### config.mk
export PLATFORM = sky130hd
export DESIGN_NAME = usb_endpoint_descriptor_walker_top
export DESIGN_NICKNAME = d
export VERILOG_FILES = /design/src/rtl/uedw_pkg.sv /design/src/rtl/uedw_front.sv /design/src/rtl/uedw_queue.sv /design/src/rtl/uedw_back.sv /design/src/rtl/usb_endpoint_descriptor_walker_top.sv
export SDC_FILE = /design/constraint.sdc
export NUM_CORES = 1
export LEC_CHECK = 0
export BUFFER_PORTS_ARGS = -buffer_cell sky130_fd_sc_hd__buf_2
export CAP_MARGIN = 20
export CORE_ASPECT_RATIO = 1.1
export CORE_MARGIN = 2
export CORE_UTILIZATION = 50
export CTS_CLUSTER_DIAMETER = 50
export CTS_CLUSTER_SIZE = 20
export DETAILED_ROUTE_END_ITERATION = 10
export PLACE_DENSITY = 0.7
export SLEW_MARGIN = 20
export SYNTH_ARGS = -nofsm -noshare
export SYNTH_HDL_FRONTEND = slang
export SYNTH_SLANG_ARGS = --single-unit
### constraint.sdc
create_clock -name clk -period 5.8 [get_ports clk]
set_clock_uncertainty 0.15 [all_clocks]
set_input_delay 1.16 -clock clk [delete_from_list [all_inputs] [get_ports clk]]
set_output_delay 1.16 -clock clk [all_outputs]
set_load 0.02 [all_outputs]
### src/rtl/uedw_pkg.sv
// Shared types and constants for the USB endpoint descriptor walker.
package uedw_pkg;

    localparam logic [7:0]  DESC_TYPE_ENDPOINT = 8'h05;
    localparam logic [7:0]  MIN_EP_LENGTH      = 8'd7;
    localparam logic [7:0]  MIN_DESC_LENGTH    = 8'd2;
    localparam logic [7:0]  POS_LENGTH         = 8'd0;
    localparam logic [7:0]  POS_TYPE           = 8'd1;
    localparam logic [7:0]  POS_ADDRESS        = 8'd2;
    localparam logic [7:0]  POS_ATTRIBUTES     = 8'd3;
    localparam logic [7:0]  POS_INTERVAL       = 8'd6;
    localparam logic [7:0]  COUNT_MAX          = 8'd255;
    localparam logic [9:0]  FRAME_US           = 10'd1000;
    localparam logic [21:0] HS_BASE_US         = 22'd125;
    localparam logic [7:0]  MAX_HS_EXP         = 8'd16;
    localparam int          ADDR_IN_BIT        = 7;

    localparam int QDEPTH = 4;
    localparam int QAW    = 2;

    localparam int APB_AW = 3;
    localparam logic REG_IDX_SPEED = 1'b0;

    localparam int TDATA_OUT_W = 56;

    typedef enum logic
    {
        KIND_ENDPOINT = 1'b0,
        KIND_END      = 1'b1
    } record_kind_t;

    // One queue entry: what a single byte produced, endpoint and/or end of walk.
    typedef struct packed
    {
        logic       has_ep;
        logic [7:0] address;
        logic       iso;
        logic [7:0] interval;
        logic [7:0] count;
        logic       has_end;
        logic       malformed;
    } qentry_t;

    typedef struct packed
    {
        logic full;
        logic empty;
    } qstatus_t;

endpackage

### src/rtl/uedw_front.sv
// Front part: walks the descriptor bytes and classifies what each byte completes.
module uedw_front
(
    input  logic              clk,
    input  logic              rst_n,
    input  logic              byte_valid,
    input  logic [7:0]        data_byte,
    input  logic              last_byte,
    input  uedw_pkg::qstatus_t qstat,
    output logic              byte_ready,
    output logic              push,
    output uedw_pkg::qentry_t push_entry
);

    logic [7:0] pos_reg, pos_next;
    logic [7:0] len_reg, len_next;
    logic [7:0] type_reg, type_next;
    logic [7:0] addr_reg, addr_next;
    logic [7:0] attr_reg, attr_next;
    logic [7:0] intv_reg, intv_next;
    logic [7:0] count_reg, count_next;
    logic       halted_reg, halted_next;
    logic       malf_reg, malf_next;

    logic       accept;
    logic       halt_now;
    logic       complete;
    logic       match;
    logic [8:0] pos_plus;

    assign byte_ready = !qstat.full;
    assign accept     = byte_valid && byte_ready;

    always_comb
    begin
        pos_next    = pos_reg;
        len_next    = len_reg;
        type_next   = type_reg;
        addr_next   = addr_reg;
        attr_next   = attr_reg;
        intv_next   = intv_reg;
        count_next  = count_reg;
        halted_next = halted_reg;
        malf_next   = malf_reg;
        halt_now    = 1'b0;
        complete    = 1'b0;
        match       = 1'b0;
        pos_plus    = {1'b0, pos_reg} + 9'd1;

        if (!halted_reg)
        begin
            if (pos_reg == uedw_pkg::POS_LENGTH)
            begin
                len_next = data_byte;
                halt_now = (data_byte < uedw_pkg::MIN_DESC_LENGTH);
            end
            if (pos_reg == uedw_pkg::POS_TYPE)
            begin
                type_next = data_byte;
            end
            if (pos_reg == uedw_pkg::POS_ADDRESS)
            begin
                addr_next = data_byte;
            end
            if (pos_reg == uedw_pkg::POS_ATTRIBUTES)
            begin
                attr_next = data_byte;
            end
            if (pos_reg == uedw_pkg::POS_INTERVAL)
            begin
                intv_next = data_byte;
            end

            if (halt_now)
            begin
                halted_next = 1'b1;
                malf_next   = 1'b1;
            end
            else
            begin
                complete = (pos_plus >= {1'b0, len_next});
                pos_next = complete ? 8'd0 : pos_plus[7:0];
            end

            // Transfer type interrupt (3) or isochronous (1): attribute bit 0 set.
            match = complete && (type_next == uedw_pkg::DESC_TYPE_ENDPOINT) &&
                    (len_next >= uedw_pkg::MIN_EP_LENGTH) && attr_next[0];
            if (match && (count_reg != uedw_pkg::COUNT_MAX))
            begin
                count_next = count_reg + 8'd1;
            end
        end

        push_entry.has_ep    = match;
        push_entry.address   = addr_next;
        push_entry.iso       = !attr_next[1];
        push_entry.interval  = intv_next;
        push_entry.count     = count_next;
        push_entry.has_end   = last_byte;
        push_entry.malformed = malf_next || (!halted_next && (pos_next != 8'd0));

        push = accept && (match || last_byte);

        if (last_byte)
        begin
            pos_next    = 8'd0;
            len_next    = 8'd0;
            type_next   = 8'd0;
            addr_next   = 8'd0;
            attr_next   = 8'd0;
            intv_next   = 8'd0;
            count_next  = 8'd0;
            halted_next = 1'b0;
            malf_next   = 1'b0;
        end
    end

    always_ff @(posedge clk or negedge rst_n)
    begin
        if (!rst_n)
        begin
            pos_reg    <= '0;
            len_reg    <= '0;
            type_reg   <= '0;
            addr_reg   <= '0;
            attr_reg   <= '0;
            intv_reg   <= '0;
            count_reg  <= '0;
            halted_reg <= 1'b0;
            malf_reg   <= 1'b0;
        end
        else if (accept)
        begin
            pos_reg    <= pos_next;
            len_reg    <= len_next;
            type_reg   <= type_next;
            addr_reg   <= addr_next;
            attr_reg   <= attr_next;
            intv_reg   <= intv_next;
            count_reg  <= count_next;
            halted_reg <= halted_next;
            malf_reg   <= malf_next;
        end
    end

endmodule

### src/rtl/uedw_queue.sv
// Short queue that decouples the byte walker from the record emitter.
module uedw_queue
(
    input  logic               clk,
    input  logic               rst_n,
    input  logic               push,
    input  uedw_pkg::qentry_t  push_entry,
    input  logic               pop,
    output uedw_pkg::qentry_t  head,
    output uedw_pkg::qstatus_t qstat
);

    uedw_pkg::qentry_t                 mem_reg [uedw_pkg::QDEPTH];
    logic [uedw_pkg::QAW-1:0]          wr_ptr_reg, wr_ptr_next;
    logic [uedw_pkg::QAW-1:0]          rd_ptr_reg, rd_ptr_next;
    logic [uedw_pkg::QAW:0]            count_reg, count_next;
    logic                              do_push;
    logic                              do_pop;

    assign qstat.full  = (count_reg == (uedw_pkg::QAW+1)'(uedw_pkg::QDEPTH));
    assign qstat.empty = (count_reg == '0);
    assign do_push     = push && !qstat.full;
    assign do_pop      = pop && !qstat.empty;
    assign head        = mem_reg[rd_ptr_reg];

    always_comb
    begin
        wr_ptr_next = do_push ? wr_ptr_reg + 1'b1 : wr_ptr_reg;
        rd_ptr_next = do_pop ? rd_ptr_reg + 1'b1 : rd_ptr_reg;
        count_next  = count_reg;
        if (do_push && !do_pop)
        begin
            count_next = count_reg + 1'b1;
        end
        else if (do_pop && !do_push)
        begin
            count_next = count_reg - 1'b1;
        end
    end

    always_ff @(posedge clk)
    begin
        if (do_push)
        begin
            mem_reg[wr_ptr_reg] <= push_entry;
        end
    end

    always_ff @(posedge clk or negedge rst_n)
    begin
        if (!rst_n)
        begin
            wr_ptr_reg <= '0;
            rd_ptr_reg <= '0;
            count_reg  <= '0;
        end
        else
        begin
            wr_ptr_reg <= wr_ptr_next;
            rd_ptr_reg <= rd_ptr_next;
            count_reg  <= count_next;
        end
    end

endmodule

### src/rtl/uedw_back.sv
// Back part: turns queue entries into endpoint and end records in an output register.
module uedw_back
(
    input  logic               clk,
    input  logic               rst_n,
    input  logic               frame_based_speed,
    input  uedw_pkg::qentry_t  head,
    input  uedw_pkg::qstatus_t qstat,
    output logic               pop,
    input  logic               rec_ready,
    output logic               rec_valid,
    output logic               record_kind,
    output logic [7:0]         ep_address,
    output logic               is_in,
    output logic               xfer_type,
    output logic [7:0]         interval_raw,
    output logic [21:0]        poll_us,
    output logic               interval_clamped,
    output logic [7:0]         endpoints_found,
    output logic               malformed,
    output logic               last_result
);

    logic         valid_reg, valid_next;
    logic         ep_done_reg, ep_done_next;
    logic         load;
    logic         kind_reg, kind_next;
    logic [7:0]   addr_reg, addr_next;
    logic         in_reg, in_next;
    logic         xt_reg, xt_next;
    logic [7:0]   raw_reg, raw_next;
    logic [21:0]  us_reg, us_next;
    logic         clamp_reg, clamp_next;
    logic [7:0]   cnt_reg, cnt_next;
    logic         malf_reg, malf_next;

    logic [17:0]  frame_us;
    logic [4:0]   hs_exp;
    logic [21:0]  ep_us;
    logic         ep_clamp;

    always_comb
    begin
        frame_us = 18'(head.interval) * 18'(uedw_pkg::FRAME_US);
        ep_clamp = 1'b0;
        hs_exp   = head.interval[4:0];
        if (head.interval > uedw_pkg::MAX_HS_EXP)
        begin
            ep_clamp = 1'b1;
            hs_exp   = uedw_pkg::MAX_HS_EXP[4:0];
        end
        if (head.interval == 8'd0)
        begin
            ep_us    = '0;
            ep_clamp = 1'b0;
        end
        else if (frame_based_speed)
        begin
            ep_us    = {4'd0, frame_us};
            ep_clamp = 1'b0;
        end
        else
        begin
            ep_us = uedw_pkg::HS_BASE_US << (hs_exp - 5'd1);
        end
    end

    always_comb
    begin
        load         = !valid_reg || rec_ready;
        pop          = 1'b0;
        valid_next   = valid_reg;
        ep_done_next = ep_done_reg;
        kind_next    = kind_reg;
        addr_next    = addr_reg;
        in_next      = in_reg;
        xt_next      = xt_reg;
        raw_next     = raw_reg;
        us_next      = us_reg;
        clamp_next   = clamp_reg;
        cnt_next     = cnt_reg;
        malf_next    = malf_reg;

        if (load)
        begin
            valid_next = !qstat.empty;
            if (!qstat.empty)
            begin
                cnt_next = head.count;
                if (head.has_ep && !ep_done_reg)
                begin
                    kind_next  = uedw_pkg::KIND_ENDPOINT;
                    addr_next  = head.address;
                    in_next    = head.address[uedw_pkg::ADDR_IN_BIT];
                    xt_next    = head.iso;
                    raw_next   = head.interval;
                    us_next    = ep_us;
                    clamp_next = ep_clamp;
                    malf_next  = 1'b0;
                    if (head.has_end)
                    begin
                        ep_done_next = 1'b1;
                    end
                    else
                    begin
                        pop = 1'b1;
                    end
                end
                else
                begin
                    kind_next    = uedw_pkg::KIND_END;
                    addr_next    = '0;
                    in_next      = 1'b0;
                    xt_next      = 1'b0;
                    raw_next     = '0;
                    us_next      = '0;
                    clamp_next   = 1'b0;
                    malf_next    = head.malformed;
                    ep_done_next = 1'b0;
                    pop          = 1'b1;
                end
            end
        end
    end

    always_ff @(posedge clk or negedge rst_n)
    begin
        if (!rst_n)
        begin
            valid_reg   <= 1'b0;
            ep_done_reg <= 1'b0;
        end
        else
        begin
            valid_reg   <= valid_next;
            ep_done_reg <= ep_done_next;
        end
    end

    always_ff @(posedge clk)
    begin
        kind_reg  <= kind_next;
        addr_reg  <= addr_next;
        in_reg    <= in_next;
        xt_reg    <= xt_next;
        raw_reg   <= raw_next;
        us_reg    <= us_next;
        clamp_reg <= clamp_next;
        cnt_reg   <= cnt_next;
        malf_reg  <= malf_next;
    end

    assign rec_valid        = valid_reg;
    assign record_kind      = kind_reg;
    assign ep_address       = addr_reg;
    assign is_in            = in_reg;
    assign xfer_type        = xt_reg;
    assign interval_raw     = raw_reg;
    assign poll_us          = us_reg;
    assign interval_clamped = clamp_reg;
    assign endpoints_found  = cnt_reg;
    assign malformed        = malf_reg;
    assign last_result      = (kind_reg == uedw_pkg::KIND_END);

endmodule

### src/rtl/usb_endpoint_descriptor_walker_top.sv
// Top level of the USB endpoint descriptor walker.
// The block takes one descriptor byte per cycle and never stalls the input while its
// four-entry queue has room. A record is loaded from the queue head into the output
// register when that register is empty or being read. A byte that completes a matching
// endpoint and also ends the blob yields two records, sent one after the other while the
// queue keeps taking entries. The register frame_based_speed, at address 0, must be
// written by the user only while the block is idle; the block does not enforce this.
module usb_endpoint_descriptor_walker_top
(
    input  logic                            clk,
    input  logic                            rst_n,
    // APB configuration port
    input  logic                            psel,
    input  logic                            penable,
    input  logic                            pwrite,
    input  logic [uedw_pkg::APB_AW-1:0]     paddr,
    input  logic [31:0]                     pwdata,
    output logic [31:0]                     prdata,
    output logic                            pready,
    // Input items
    input  logic                            s_tvalid,
    output logic                            s_tready,
    input  logic [7:0]                      s_tdata,  // [7:0] data_byte
    input  logic                            s_tlast,  // last_byte
    // Result items
    output logic                            m_tvalid,
    input  logic                            m_tready,
    // [7:0] ep_address, [8] is_in, [9] xfer_type, [17:10] interval_raw,
    // [39:18] poll_us, [40] interval_clamped, [48:41] endpoints_found,
    // [49] malformed, [55:50] zero
    output logic [uedw_pkg::TDATA_OUT_W-1:0] m_tdata,
    output logic                            m_tuser,  // record_kind
    output logic                            m_tlast   // last_result
);

    logic               speed_reg;
    logic               cfg_write;
    uedw_pkg::qentry_t  push_entry;
    uedw_pkg::qentry_t  head;
    uedw_pkg::qstatus_t qstat;
    logic               push;
    logic               pop;

    logic [7:0]  ep_address;
    logic        is_in;
    logic        xfer_type;
    logic [7:0]  interval_raw;
    logic [21:0] poll_us;
    logic        interval_clamped;
    logic [7:0]  endpoints_found;
    logic        malformed;

    assign pready    = 1'b1;
    assign cfg_write = psel && penable && pwrite && pready &&
                       (paddr[2] == uedw_pkg::REG_IDX_SPEED);
    assign prdata    = (paddr[2] == uedw_pkg::REG_IDX_SPEED) ? {31'd0, speed_reg} : 32'd0;

    always_ff @(posedge clk or negedge rst_n)
    begin
        if (!rst_n)
        begin
            speed_reg <= 1'b0;
        end
        else if (cfg_write)
        begin
            speed_reg <= pwdata[0];
        end
    end

    uedw_front u_front
    (
        .clk        (clk),
        .rst_n      (rst_n),
        .byte_valid (s_tvalid),
        .data_byte  (s_tdata),
        .last_byte  (s_tlast),
        .qstat      (qstat),
        .byte_ready (s_tready),
        .push       (push),
        .push_entry (push_entry)
    );

    uedw_queue u_queue
    (
        .clk        (clk),
        .rst_n      (rst_n),
        .push       (push),
        .push_entry (push_entry),
        .pop        (pop),
        .head       (head),
        .qstat      (qstat)
    );

    uedw_back u_back
    (
        .clk               (clk),
        .rst_n             (rst_n),
        .frame_based_speed (speed_reg),
        .head              (head),
        .qstat             (qstat),
        .pop               (pop),
        .rec_ready         (m_tready),
        .rec_valid         (m_tvalid),
        .record_kind       (m_tuser),
        .ep_address        (ep_address),
        .is_in             (is_in),
        .xfer_type         (xfer_type),
        .interval_raw      (interval_raw),
        .poll_us           (poll_us),
        .interval_clamped  (interval_clamped),
        .endpoints_found   (endpoints_found),
        .malformed         (malformed),
        .last_result       (m_tlast)
    );

    assign m_tdata = {6'd0, malformed, endpoints_found, interval_clamped, poll_us,
                      interval_raw, xfer_type, is_in, ep_address};

endmodule

# Word-level counts from Yosys, hierarchy flattened
# Memories as Yosys holds them, arrays and structs flattened.
# Cells that the tools add are included.
dict set report word_totals {
  register_bits 113
  latchBits 0
  mem_bits_rw 112
  romBits 0
  in_bits 51
  output_inout_bits 93
  word_cells 139
  mem_count 1
}
# memory depth word_bits rd rd_clocked_by_memory_dff write_ports line
set memory_table {}
lappend memory_table {u_queue.mem_reg 4 28 1 0 1 uedw_queue.sv:13} ;# uedw_pkg::qentry_t mem_reg [uedw_pkg::QDEPTH];
dict set report classes {
  add_sub_neg 7
  n_mul 1
  n_div 0
  magnitude_cmp 4
  n_eq_ne 9
  shift 1
  muxes 51
  n_bitwise 3
  n_reduce_logical 36
}
# operator n
set op_table {}
lappend op_table {{$mux W8} 21}
lappend op_table {{$mux W1} 22}
lappend op_table {{$shl A7 B5 Y22 const A} 1}
lappend op_table {{$mux W18} 1}
lappend op_table {{$eq A8 B2 Y1 const B} 2}
lappend op_table {{$eq A8 B3 Y1 const B} 2}
lappend op_table {{$logic_not A8 Y1} 2}
lappend op_table {{$logic_and A1 B1 Y1} 15}
lappend op_table {{$mul A8 B7 Y15 const B} 1}
lappend op_table {{$add A8 B1 Y9 const B} 1}
lappend op_table {{$ge A9 B8 Y1} 1}
lappend op_table {{$add A8 B1 Y8 const B} 1}
lappend op_table {{$eq A8 B1 Y1 const B} 1}
lappend op_table {{$ge A8 B3 Y1 const B} 1}
lappend op_table {{$gt A8 B5 Y1 const B} 1}
lappend op_table {{$logic_not A1 Y1} 8}
lappend op_table {{$lt A8 B2 Y1 const B} 1}
lappend op_table {{$mux W2} 4}
lappend op_table {{$ne A8 B8 Y1 const B} 1}
lappend op_table {{$reduce_bool A8 Y1} 1}
lappend op_table {{$mux W3} 2}
lappend op_table {{$mux W5} 1}
lappend op_table {{$sub A5 B1 Y5 const B} 1}
lappend op_table {{$add A2 B1 Y2 const B} 2}
lappend op_table {{other kinds (12)} 18}

# Logic depth before layout (Yosys ltp)
# Gate-level depths: netlist of the first run.
dict set report logic_depth {
  depth_word 17
  depth_mapped 19
  ltp_nobuf 18
}

# By module
# A second synthesis of the first run with hierarchy kept.
dict set report hier_totals {
  hier_cells 894
  hier_area_um2 11925.2
}
# module instances cells_per_inst area_each_um2 seq_area_each_um2
set by_module_without_submodules {}
lappend by_module_without_submodules {uedw_queue 1 182 4456.8 3538.4}
lappend by_module_without_submodules {uedw_back 1 347 3839.9 1551.5}
lappend by_module_without_submodules {uedw_front 1 317 3251.9 1301.2}
lappend by_module_without_submodules {usb_endpoint_descriptor_walker_top 1 48 376.6 25.0}

# Worst setup path before layout of the first run
# No wires, ideal clock.
dict set report synth_path {
  path_kind {input -> register}
  from {in m_tready}
  to {reg u_queue.count_reg[1] (netlist name)}
  setup_time_ps 125
  arrival_time_ps 5598
  required_ps 5525
  setup_slack_ps -72
  stages 7
  path_buffers 0
  path_cell_list {inv_1 a21oi_1 o21ai_0 ha_1 inv_1 fa_1 mux2_2}
}
dict set report synth_via {
  elab_chain_cells 6
  elab_cells_between_ends 8
  classes_between {mux (2); reduce/logical (6)}
}
# item line
set synth_rtl {}
lappend synth_rtl {{from (decl)} usb_endpoint_descriptor_walker_top.sv:27} ;# input logic m_tready,
lappend synth_rtl {{$logic_or A1 B1 Y1} uedw_back.sv:70} ;# load = !valid_reg || rec_ready;
lappend synth_rtl {{$mux W1} uedw_back.sv:84} ;# if (load)
lappend synth_rtl {{$logic_and A1 B1 Y1} uedw_queue.sv:23} ;# assign do_pop = pop && !qstat.empty;
lappend synth_rtl {{$logic_not A1 Y1} uedw_queue.sv:31} ;# if (do_push && !do_pop)
lappend synth_rtl {{$logic_and A1 B1 Y1} uedw_queue.sv:31}
lappend synth_rtl {{$mux W3} uedw_queue.sv:31}
lappend synth_rtl {{via u_queue.count_next (one bit)} uedw_queue.sv:16} ;# logic [uedw_pkg::QAW:0] count_reg, count_next;
lappend synth_rtl {{to (signal assigned)} uedw_queue.sv:61} ;# count_reg <= count_next;
lappend synth_rtl {{to (decl)} uedw_queue.sv:16}
# The timed path passes the listed nets, and every way through them passes these cells.
# A chain may end at the register's enable or synchronous reset.

==> impl_metrics.py, run 1 <==
metrics = {
    "routing": {
        "drt_first_pass_iters": 4,
        "drc": 0,
        "drt_iter0_markers": 478,
        "ant_nets": 0,
        "wl_mm": 22.89,
        "vias": 7153,
        "wl_per_cell_um": 17.94,
        "routed_via_density": 5.606,
    },
    "layout": {
        "largest_reg_flops": 112,
        "instances_no_fill": 1276,
        "area_growth_pct": 11.39,
        "nets": 1101,
        "n_antenna_cell": 0,
        "drive_above_1_share_pct": 20.90,
    },
    "floorplan": {
        "die-area_mm2": 0.02481,
        "std_cell_rows": 58,
        "die_w_um": 150.4,
        "io_pins": 144,
        "fp.dieH_um": 165,
        "core_mm2": 0.02300,
        "initial_core_util_pct": 51.22,
    },
    "placed_design": {
        "dp_cells": 1236,
        "dp_hpwl_mm": 15.82,
        "gp_congestion": 0.8437,
        "portBuffers": 72,
    },
    "yosys": {
        "synth_warnings": 0,
        "synth_area_leaders": "edfxtp_1 (41%), dfrtp_1 (13%), ha_1 (7.1%)",
        "syn_area_mm2": 0.01178,
        "synth-seq-area-share_pct": 54.45,
        "syn-mean-instance-area_um2": 13.37,
        "postSynthCellCount": 881,
        "synth.top_cell.area_share_pct": 41.29,
        "yosys.area.top_type": "edfxtp_1",
        "synth_seq_cells": 224,
        "ys.flop_type": "edfxtp_1",
        "synth.distinct_cells": 70,
        "synth-edff-count": 162,
        "synthArstFlopShare_pct": 27.68,
    },
    "cts": {
        "htreeDepth": 1,
        "cts_tree": "built",
        "clk_latency_ns": 0.52,
        "cts_hold_buf": 0,
        "clkSinkCount": 224,
        "cts_buffers": 22,
        "ctsRootBufferMaster": "clkbuf_16",
        "clk_path_buf_depth": 3,
        "clk_pin_slew_ns": 0.07,
    },
    "timing": {
        "maxSlewHeadroom_pct": 32.81,
        "hold_viol": 0,
        "tns_ns": 0,
        "setup_viol_count_final": 0,
        "finalCritPeriodShare_pct": 92.64,
        "max_freq_mhz": 186.1,
        "tightest_slew_ns": 1.000,
        "final_max_slew_viol_count": 0,
        "rsz0062_at_grt": "no",
        "final.min_clock_period_ns": 5.373,
    },
    "setup_path": {
        "cp-start-kind": "register",
        "rrSetupSlack_ns": 0.43,
        "critPathKind": "reg -> reg",
        "cp-end-kind": "register",
        "reg2regPathDepth": 17,
        "startpoint": "u_queue.rd_ptr_reg[0]$_DFFE_PN0P_",
        "crit_end": "u_back.poll_us[16]$_SDFFCE_PP0P_",
        "r2r_end": "u_back.poll_us[16]$_SDFFCE_PP0P_",
        "crit_required_ns": 5.89,
        "cp_max_fo": 12,
        "path_common_cell": "fa_1",
        "arrival_ns": 5.46,
        "max_stage_delay_ns": 0.58,
        "cp_slowest_cell": "fa_1",
        "reg2reg_from": "u_queue.rd_ptr_reg[0]$_DFFE_PN0P_",
        "path_cells": "buf_4 -> nand2_1 -> o21ai_1 -> inv_1 -> fa_1 -> inv_1 -> fa_1 -> fa_1 -> inv_1 -> fa_1 -> ha_1 -> a211oi_1 -> nor2_1 -> o41ai_2 -> o21ai_0 -> xnor2_1 -> o22ai_1",
    },
    "grt": {
        "overflow": 0,
        "antenna_found_initial": 0,
        "grt_pass1_wl_mm": 37.63,
        "grt_max_degree": 63,
        "grt_pass1_vias": 7184,
        "grt_usage_pct": 19.26,
    },
    "flow_run": {
        "drv_cap": 0,
    },
    "worst_hold_path": {
        "hold_class": "reg -> reg",
    },
    "run_status": {
        "status": "finished clean",
    },
}
## area by class of cell
cell class,count,area [um^2]
clock inverters,14,157.7
multi-input cells,572,4866
repair buffers,92,510.5
fillers,1837,9879
clock buffers,26,618.1
inverters,48,180.2
well taps,300,375.4
flip-flops and latches,224,6417
## worst min path at each step
stage,to,slack [ns],from,cells past startpoint
final,u_front.attr_reg[1]$_DFFE_PN0P_,0.34,u_front.attr_reg[1]$_DFFE_PN0P_,2
after global routing,u_front.addr_reg[6]$_DFFE_PN0P_,0.37,u_front.addr_reg[6]$_DFFE_PN0P_,1
after CTS,u_front.attr_reg[1]$_DFFE_PN0P_,0.34,u_front.attr_reg[1]$_DFFE_PN0P_,2
after detailed placement,u_front.attr_reg[1]$_DFFE_PN0P_,0.33,u_front.attr_reg[1]$_DFFE_PN0P_,2
after global placement,u_front.attr_reg[1]$_DFFE_PN0P_,0.31,u_front.attr_reg[1]$_DFFE_PN0P_,2
after floorplan,u_front.attr_reg[1]$_DFFE_PN0P_,0.30,u_front.attr_reg[1]$_DFFE_PN0P_,2
## logic make-up (layout without fill, tap and decap cells)
logic type | count (synthesis) | count (layout) | synth area share (%)
AOI/OAI and AO/OA | 146 | 146 | 8.612
xor gates and xnor gates | 32 | 32 | 2.442
adders and majority gates | 90 | 90 | 11.02
buffers and inverters | 121 | 180 | 5.554
DFF | 224 | 224 | 54.45
muxes | 65 | 65 | 8.665
other | 2 | 38 | 0.06374
and+or+nand+nor | 201 | 201 | 9.186
## per-stage QoR
step | cell area, um^2 | hold WS (ns) | setup slack [ns] | utilization, %
after floorplan | 11920 | 0.2978 | 0.6764 | -
after global placement | 12340 | 0.3106 | 0.3734 | 53.65
after detailed placement | 12340 | 0.3256 | 0.2599 | 53.65
after CTS | 13120 | 0.3427 | 0.2301 | 57.02
after global routing | 13130 | 0.3728 | 0.002836 | 57.05
final | 13130 | 0.3399 | 0.4268 | 57.05
## Yosys cell counts (14+ instances only)
cell and number:
a21oi_1 24, a22o_1 28, buf_4 46, clkbuf_1 16, dfrtp_1 62, edfxtp_1 162
fa_1 23, ha_1 67, inv_1 48, mux2_2 20, mux2i_1 15, mux4_2 27
nand2_1 52, nand3_1 14, nor2_1 44, nor3_1 14, o21ai_0 28, xnor2_1 19
## layout by cell type, fill, tap and decap left out, drive strengths merged, types with 7 or more instances in the layout
| cell | netlist | layout |
|---|---|---|
| conb | 2 | 38 |
| xor2 | 12 | 12 |
| o21ai | 33 | 33 |
| nor3 | 19 | 19 |
| xnor2 | 20 | 20 |
| mux2i | 15 | 15 |
| nor2b | 13 | 13 |
| o22ai | 11 | 11 |
| ha | 67 | 67 |
| nand4 | 7 | 7 |
| clkbuf | 16 | 26 |
| nand3 | 17 | 17 |
| and3 | 7 | 7 |
| dfrtp | 62 | 62 |
| mux2 | 23 | 23 |
| nand2b | 11 | 11 |
| inv | 48 | 54 |
| fa | 23 | 23 |
| nor2 | 45 | 45 |
| mux4 | 27 | 27 |
| a21oi | 26 | 26 |
| edfxtp | 162 | 162 |
| a22o | 28 | 28 |
| nand2 | 54 | 54 |
| buf | 57 | 92 |
## timing repair
item	4_1_cts	5_1_grt
endpoints found under the setup margin	0	2
setup buffers	0	0
resized for setup	0	1
## metal layers
metal	GRT usage (%)	wire length [um]
met5	0	0
met4	5.060	410
met2	32.79	11390
met1	26.34	9940
met3	2.376	1142
## worst max-delay path, delay by kind of cell, from the launching register on
family                   cells  cell delay (ns)
AO/OA/AOI/OAI                5             0.96
AND/OR/NAND/NOR              2             0.17
XOR/XNOR                     1             0.28
adder cells (fa/ha/maj)      5             2.39
flip-flops                   1             0.52
buffers and inverters        4             0.62
Power of run 1 is not shown: default switching activity piles up to over one toggle a cycle in this logic, so the estimate is an artifact.
==> run 2, diff against run 1 <==
--- a/config.mk
+++ b/config.mk
@@ -8,7 +8,7 @@
 export BUFFER_PORTS_ARGS = -buffer_cell sky130_fd_sc_hd__buf_2
 export CAP_MARGIN = 20
 export CORE_ASPECT_RATIO = 1.1
-export CORE_MARGIN = 2
+export CORE_MARGIN = 8
 export CORE_UTILIZATION = 50
 export CTS_CLUSTER_DIAMETER = 50
 export CTS_CLUSTER_SIZE = 20
==> run 2 against run 1 <==
Effect of this change: global-route usage shrank 3.2 points; non-clock buffer count unchanged; sequential share of layout area is 0.22 points higher; register-to-register slack worse by 0.13 ns; hold slack got worse by 0.0028 ns; final area shrank 0.46%; critical path depth down 3; critical path type unchanged.
==> impl_metrics.py, run 2 (synthesis results as in run 1) <==
metrics = {
    "placed_design": {
        "dp_slack_ns": 0.3712,
        "gp_congestion": 0.8695,
        "dp_hpwl_mm": 16.14,
        "portBuffers": 72,
    },
    "floorplan": {
        "die_w_um": 162.4,
        "initial_core_util_pct": 50.35,
        "std_cell_rows": 59,
        "die-area_mm2": 0.02874,
        "fp.dieH_um": 177,
        "core_mm2": 0.02340,
        "io_pins": 144,
    },
    "layout": {
        "nets": 1100,
        "multiInputGateArea_mm2": 0.004863,
        "final_common_cell": "edfxtp_1",
        "largest_reg_flops": 112,
        "area_growth_pct": 10.88,
        "drive_above_1_share_pct": 20.64,
        "final_cell_mix": "edfxtp_1 (162), buf_2 (72), ha_1 (67), dfrtp_1 (61), nand2_1 (52)",
        "regArea_mm2": 0.006417,
        "n_antenna_cell": 0,
        "fillers": 1910,
        "fin_util_pct": 55.83,
    },
    "grt": {
        "antenna_found_initial": 0,
        "overflow": 0,
        "grt.busiest_layer": "met2",
        "met2_usage_pct": 26.96,
        "grt_pass1_wl_mm": 37.65,
        "grt_pass1_vias": 7169,
        "met1_usage_pct": 21.36,
        "grt_max_degree": 63,
        "grt_usage_pct": 16.11,
        "grtUsageMet3_pct": 2.676,
    },
    "routing": {
        "drt_iter0_markers": 394,
        "drc": 0,
        "wl_per_cell_um": 18.30,
        "ant_nets": 0,
        "wl_mm": 23.41,
        "drt_first_pass_iters": 5,
        "vias": 7108,
        "routed_via_density": 5.557,
    },
    "timing": {
        "setup_viol_count_final": 0,
        "tns_ns": 0,
        "fin_ws_ns": 0.2942,
        "maxSlewHeadroom_pct": 44.88,
        "rsz0062_at_grt": "no",
        "final_max_slew_viol_count": 0,
        "final.min_clock_period_ns": 5.506,
        "hold_viol": 0,
        "tightest_slew_ns": 0.8268,
        "max_freq_mhz": 181.6,
        "finalCritPeriodShare_pct": 94.93,
    },
    "flow_run": {
        "drv_cap": 0,
    },
    "worst_hold_path": {
        "hold_class": "reg -> reg",
    },
    "setup_path": {
        "path_common_cell": "fa_1",
        "critPathKind": "reg -> reg",
        "crit_required_ns": 5.88,
        "cp_max_fo": 11,
        "rrSetupSlack_ns": 0.29,
        "crit_end": "u_back.poll_us[16]$_SDFFCE_PP0P_",
        "max_stage_delay_ns": 0.67,
        "cp_slowest_cell": "mux4_2",
        "path_cells": "mux4_2 -> fa_1 -> inv_1 -> fa_1 -> fa_1 -> inv_1 -> fa_1 -> ha_1 -> a211oi_1 -> nor2_1 -> o41ai_1 -> o21ai_0 -> xnor2_1 -> o22ai_1",
        "reg2regPathDepth": 14,
        "r2r_end": "u_back.poll_us[16]$_SDFFCE_PP0P_",
        "startpoint": "u_queue.rd_ptr_reg[0]$_DFFE_PN0P_",
        "cp-end-kind": "register",
        "arrival_ns": 5.58,
        "reg2reg_from": "u_queue.rd_ptr_reg[0]$_DFFE_PN0P_",
        "cp-start-kind": "register",
    },
    "cts": {
        "clkSinkCount": 224,
        "clk_pin_slew_ns": 0.08,
        "cts_tree": "built",
        "cts_hold_buf": 0,
        "ctsRootBufferMaster": "clkbuf_16",
        "post_cts_buffers": 0,
        "cts.repair.resized": 0,
        "cts_buffers": 21,
        "clk_latency_ns": 0.52,
        "htreeDepth": 1,
        "clk_path_buf_depth": 3,
    },
    "run_status": {
        "status": "finished clean",
    },
}
## run 2: changes by cell type in the layout (fill, tap and decap cells not counted), sizes merged
cell      before  now
clkbuf        26   24
clkinv         6    5
clkinvlp       2    0
inv           54   57
## run 2: worst min path at each step
stage,startpoint,end,slack (ns),cells past startpoint
4_1_cts,u_front.attr_reg[1]$_DFFE_PN0P_,u_front.attr_reg[1]$_DFFE_PN0P_,0.34,2
6_report,u_front.attr_reg[1]$_DFFE_PN0P_,u_front.attr_reg[1]$_DFFE_PN0P_,0.34,2
5_1_grt,u_front.type_reg[2]$_DFFE_PN0P_,u_front.type_reg[2]$_DFFE_PN0P_,0.37,1
3_3_place_gp,u_front.attr_reg[1]$_DFFE_PN0P_,u_front.attr_reg[1]$_DFFE_PN0P_,0.31,2
3_5_place_dp,u_front.attr_reg[1]$_DFFE_PN0P_,u_front.attr_reg[1]$_DFFE_PN0P_,0.32,2
2_1_floorplan,u_front.attr_reg[1]$_DFFE_PN0P_,u_front.attr_reg[1]$_DFFE_PN0P_,0.30,2
## run 2: stage by stage
step / area, um^2 / std cells / hold WS, ns
after detailed placement: 12350 / 1241 / 0.3242
after global routing: 13070 / 1279 / 0.3706
after global placement: 12350 / 1241 / 0.3099
after floorplan: 11920 / 917 / 0.2978
after CTS: 13060 / 1279 / 0.3382
final: 13070 / 1279 / 0.3370
## run 2: worst max-delay path, delay by kind of cell (launching register included)
family                   cells  cell delay (ns)
flip-flops                   1             0.56
adder cells (fa/ha/maj)      5             2.37
multiplexers                 1             0.67
XOR/XNOR                     1             0.29
AO/OA/AOI/OAI                4             0.98
buffers and inverters        2             0.11
AND/OR/NAND/NOR              1             0.10
## run 2: cell type report
type                       instances  share of cell area (%)
clock buffer                      24                   4.185
inverter                          48                   1.379
tap                              305                   2.921
timing repair buffer              92                   3.907
multi-input combinational        572                   37.22
clock inverter                    14                   1.264
sequential                       224                   49.12
## run 2: routing by layer
metal | vias up | routed length [um]
met4 | 0 | 468
met2 | 200 | 11280
met5 | - | 0
met3 | 36 | 1420
li1 | 3344 | -
met1 | 3528 | 10240
Power of run 2 is left out for the same reason.
==> run 3, diff against run 2 <==
--- a/config.mk
+++ b/config.mk
@@ -14,6 +14,7 @@
 export CTS_CLUSTER_SIZE = 20
 export DETAILED_ROUTE_END_ITERATION = 10
 export PLACE_DENSITY = 0.7
+export RECOVER_POWER = 50
 export SLEW_MARGIN = 20
 export SYNTH_ARGS = -nofsm -noshare
 export SYNTH_HDL_FRONTEND = slang
==> run 3 against run 2 <==
Effect of this change: the flow now finishes with violations (max-capacitance violations, max-slew violations); final cell count unchanged; global-route usage unchanged; final area down 0.86%; critical path depth unchanged; die area stayed put; critical path type unchanged; sequential cell count did not move.
==> impl_metrics.py, run 3 (synthesis results as in run 1) <==
metrics = {
    "setup_path": {
        "cp-start-kind": "register",
        "crit_end": "u_back.poll_us[16]$_SDFFCE_PP0P_",
        "arrival_ns": 5.58,
        "cp-end-kind": "register",
        "path_common_cell": "fa_1",
        "path_cells": "mux4_2 -> fa_1 -> inv_1 -> fa_1 -> fa_1 -> inv_1 -> fa_1 -> ha_1 -> a211oi_1 -> nor2_1 -> o41ai_1 -> o21ai_0 -> xnor2_1 -> o22ai_1",
        "rrSetupSlack_ns": 0.29,
        "startpoint": "u_queue.rd_ptr_reg[0]$_DFFE_PN0P_",
        "cp_max_fo": 11,
        "critPathKind": "reg -> reg",
        "crit_family": "adder cells",
        "max_stage_delay_ns": 0.67,
        "reg2regPathDepth": 14,
        "r2r_end": "u_back.poll_us[16]$_SDFFCE_PP0P_",
        "crit_required_ns": 5.88,
        "cp_slowest_cell": "mux4_2",
        "cp_num_buf_inv": 2,
        "path_depth": 14,
        "reg2reg_from": "u_queue.rd_ptr_reg[0]$_DFFE_PN0P_",
    },
    "grt": {
        "antenna_found_initial": 0,
        "grt_usage_pct": 16.11,
        "overflow": 0,
        "grt_max_degree": 63,
        "grt_pass1_vias": 7169,
        "grt_pass1_wl_mm": 37.65,
    },
    "placed_design": {
        "dp_hpwl_mm": 16.14,
        "portBuffers": 72,
        "gp_congestion": 0.8695,
    },
    "timing": {
        "hold_viol": 0,
        "tns_ns": 0,
        "final_max_slew_viol_count": 137,
        "max_freq_mhz": 181.6,
        "tightest_slew_ns": 3.411,
        "hold_slack_ns": 0.3355,
        "setup_viol_count_final": 0,
        "finalCritPeriodShare_pct": 94.95,
        "final.min_clock_period_ns": 5.507,
        "rsz0062_at_grt": "no",
        "maxSlewHeadroom_pct": -127.4,
    },
    "layout": {
        "final_cell_mix": "edfxtp_1 (162), ha_1 (67), clkbuf_1 (61), dfrtp_1 (61), nand2_1 (52)",
        "nets": 1100,
        "largest_reg_flops": 112,
        "n_antenna_cell": 0,
        "area_growth_pct": 9.929,
        "drive_above_1_share_pct": 12.83,
        "fillers": 1946,
        "final_common_cell": "edfxtp_1",
    },
    "cts": {
        "post_cts_buffers": 0,
        "cts_buffers": 21,
        "cts_hold_buf": 0,
        "htreeDepth": 1,
        "clk_latency_ns": 0.52,
        "cts.repair.resized": 0,
        "cts_tree": "built",
        "ctsRootBufferMaster": "clkbuf_16",
        "clk_pin_slew_ns": 0.08,
        "clkSinkCount": 224,
        "clk_path_buf_depth": 3,
    },
    "routing": {
        "drc": 0,
        "vias": 7125,
        "drt_iter0_markers": 430,
        "wl_per_cell_um": 18.33,
        "drt_first_pass_iters": 5,
        "ant_nets": 0,
        "wl_mm": 23.45,
        "routed_via_density": 5.571,
    },
    "floorplan": {
        "core_mm2": 0.02340,
        "fp.dieH_um": 177,
        "die_w_um": 162.4,
        "io_pins": 144,
        "die-area_mm2": 0.02874,
        "initial_core_util_pct": 50.35,
        "std_cell_rows": 59,
    },
    "worst_hold_path": {
        "hold_class": "reg -> reg",
    },
    "flow_run": {
        "drv_cap": 3,
    },
    "run_status": {
        "status": "complete, but fails checks",
        "violations": "max-capacitance violations, max-slew violations",
    },
}
[run 3: cell type report]
type                            count  area (um^2)  share of cell area [%]
Multi-Input combinational cell    572         4837                   37.35
Sequential cell                   224         6417                   49.55
Clock inverter                     14        165.2                   1.275
Tap cell                          305        381.6                   2.946
Timing Repair Buffer               92        424.2                   3.275
Clock buffer                       24        546.8                   4.221
Inverter                           48        180.2                   1.391
[run 3: layer usage]
metal	GRT usage (%)	routed length (um)	vias to the layer above
met5	0	0	-
met4	4.402	497	0
met3	2.676	1398	38
met2	26.96	11190	202
met1	21.36	10360	3537
li1	-	-	3348
[run 3: how the worst min path moves through the flow]
stage	startpoint	to	slack (ns)	cells after the start
6_report	u_front.attr_reg[1]$_DFFE_PN0P_	u_front.attr_reg[1]$_DFFE_PN0P_	0.34	2
5_1_grt	u_front.type_reg[2]$_DFFE_PN0P_	u_front.type_reg[2]$_DFFE_PN0P_	0.37	1
4_1_cts	u_front.attr_reg[1]$_DFFE_PN0P_	u_front.attr_reg[1]$_DFFE_PN0P_	0.34	2
3_5_place_dp	u_front.attr_reg[1]$_DFFE_PN0P_	u_front.attr_reg[1]$_DFFE_PN0P_	0.32	2
3_3_place_gp	u_front.attr_reg[1]$_DFFE_PN0P_	u_front.attr_reg[1]$_DFFE_PN0P_	0.31	2
2_1_floorplan	u_front.attr_reg[1]$_DFFE_PN0P_	u_front.attr_reg[1]$_DFFE_PN0P_	0.30	2
[run 3: worst register-to-register path, cell delays in order (launching register included)]
cell and delay [ns]:
dfrtp_2 0.56, mux4_2 0.67, fa_1 0.56, inv_1 0.07, fa_1 0.49, fa_1 0.52, inv_1 0.05, fa_1 0.45
ha_1 0.36, a211oi_1 0.23, nor2_1 0.10, o41ai_1 0.40, o21ai_0 0.20, xnor2_1 0.29, o22ai_1 0.14
[run 3: stage by stage]
stage	setup WS (ns)	util, %	instance area [um^2]	std cells
6_report	0.2931	55.35	12950	1279
3_5_place_dp	0.3712	52.77	12350	1241
5_1_grt	0.04247	55.35	12950	1279
3_3_place_gp	0.4155	52.77	12350	1241
2_1_floorplan	0.6764	-	11920	917
4_1_cts	0.3599	55.81	13060	1279
Power of run 3 is left out for the same reason.
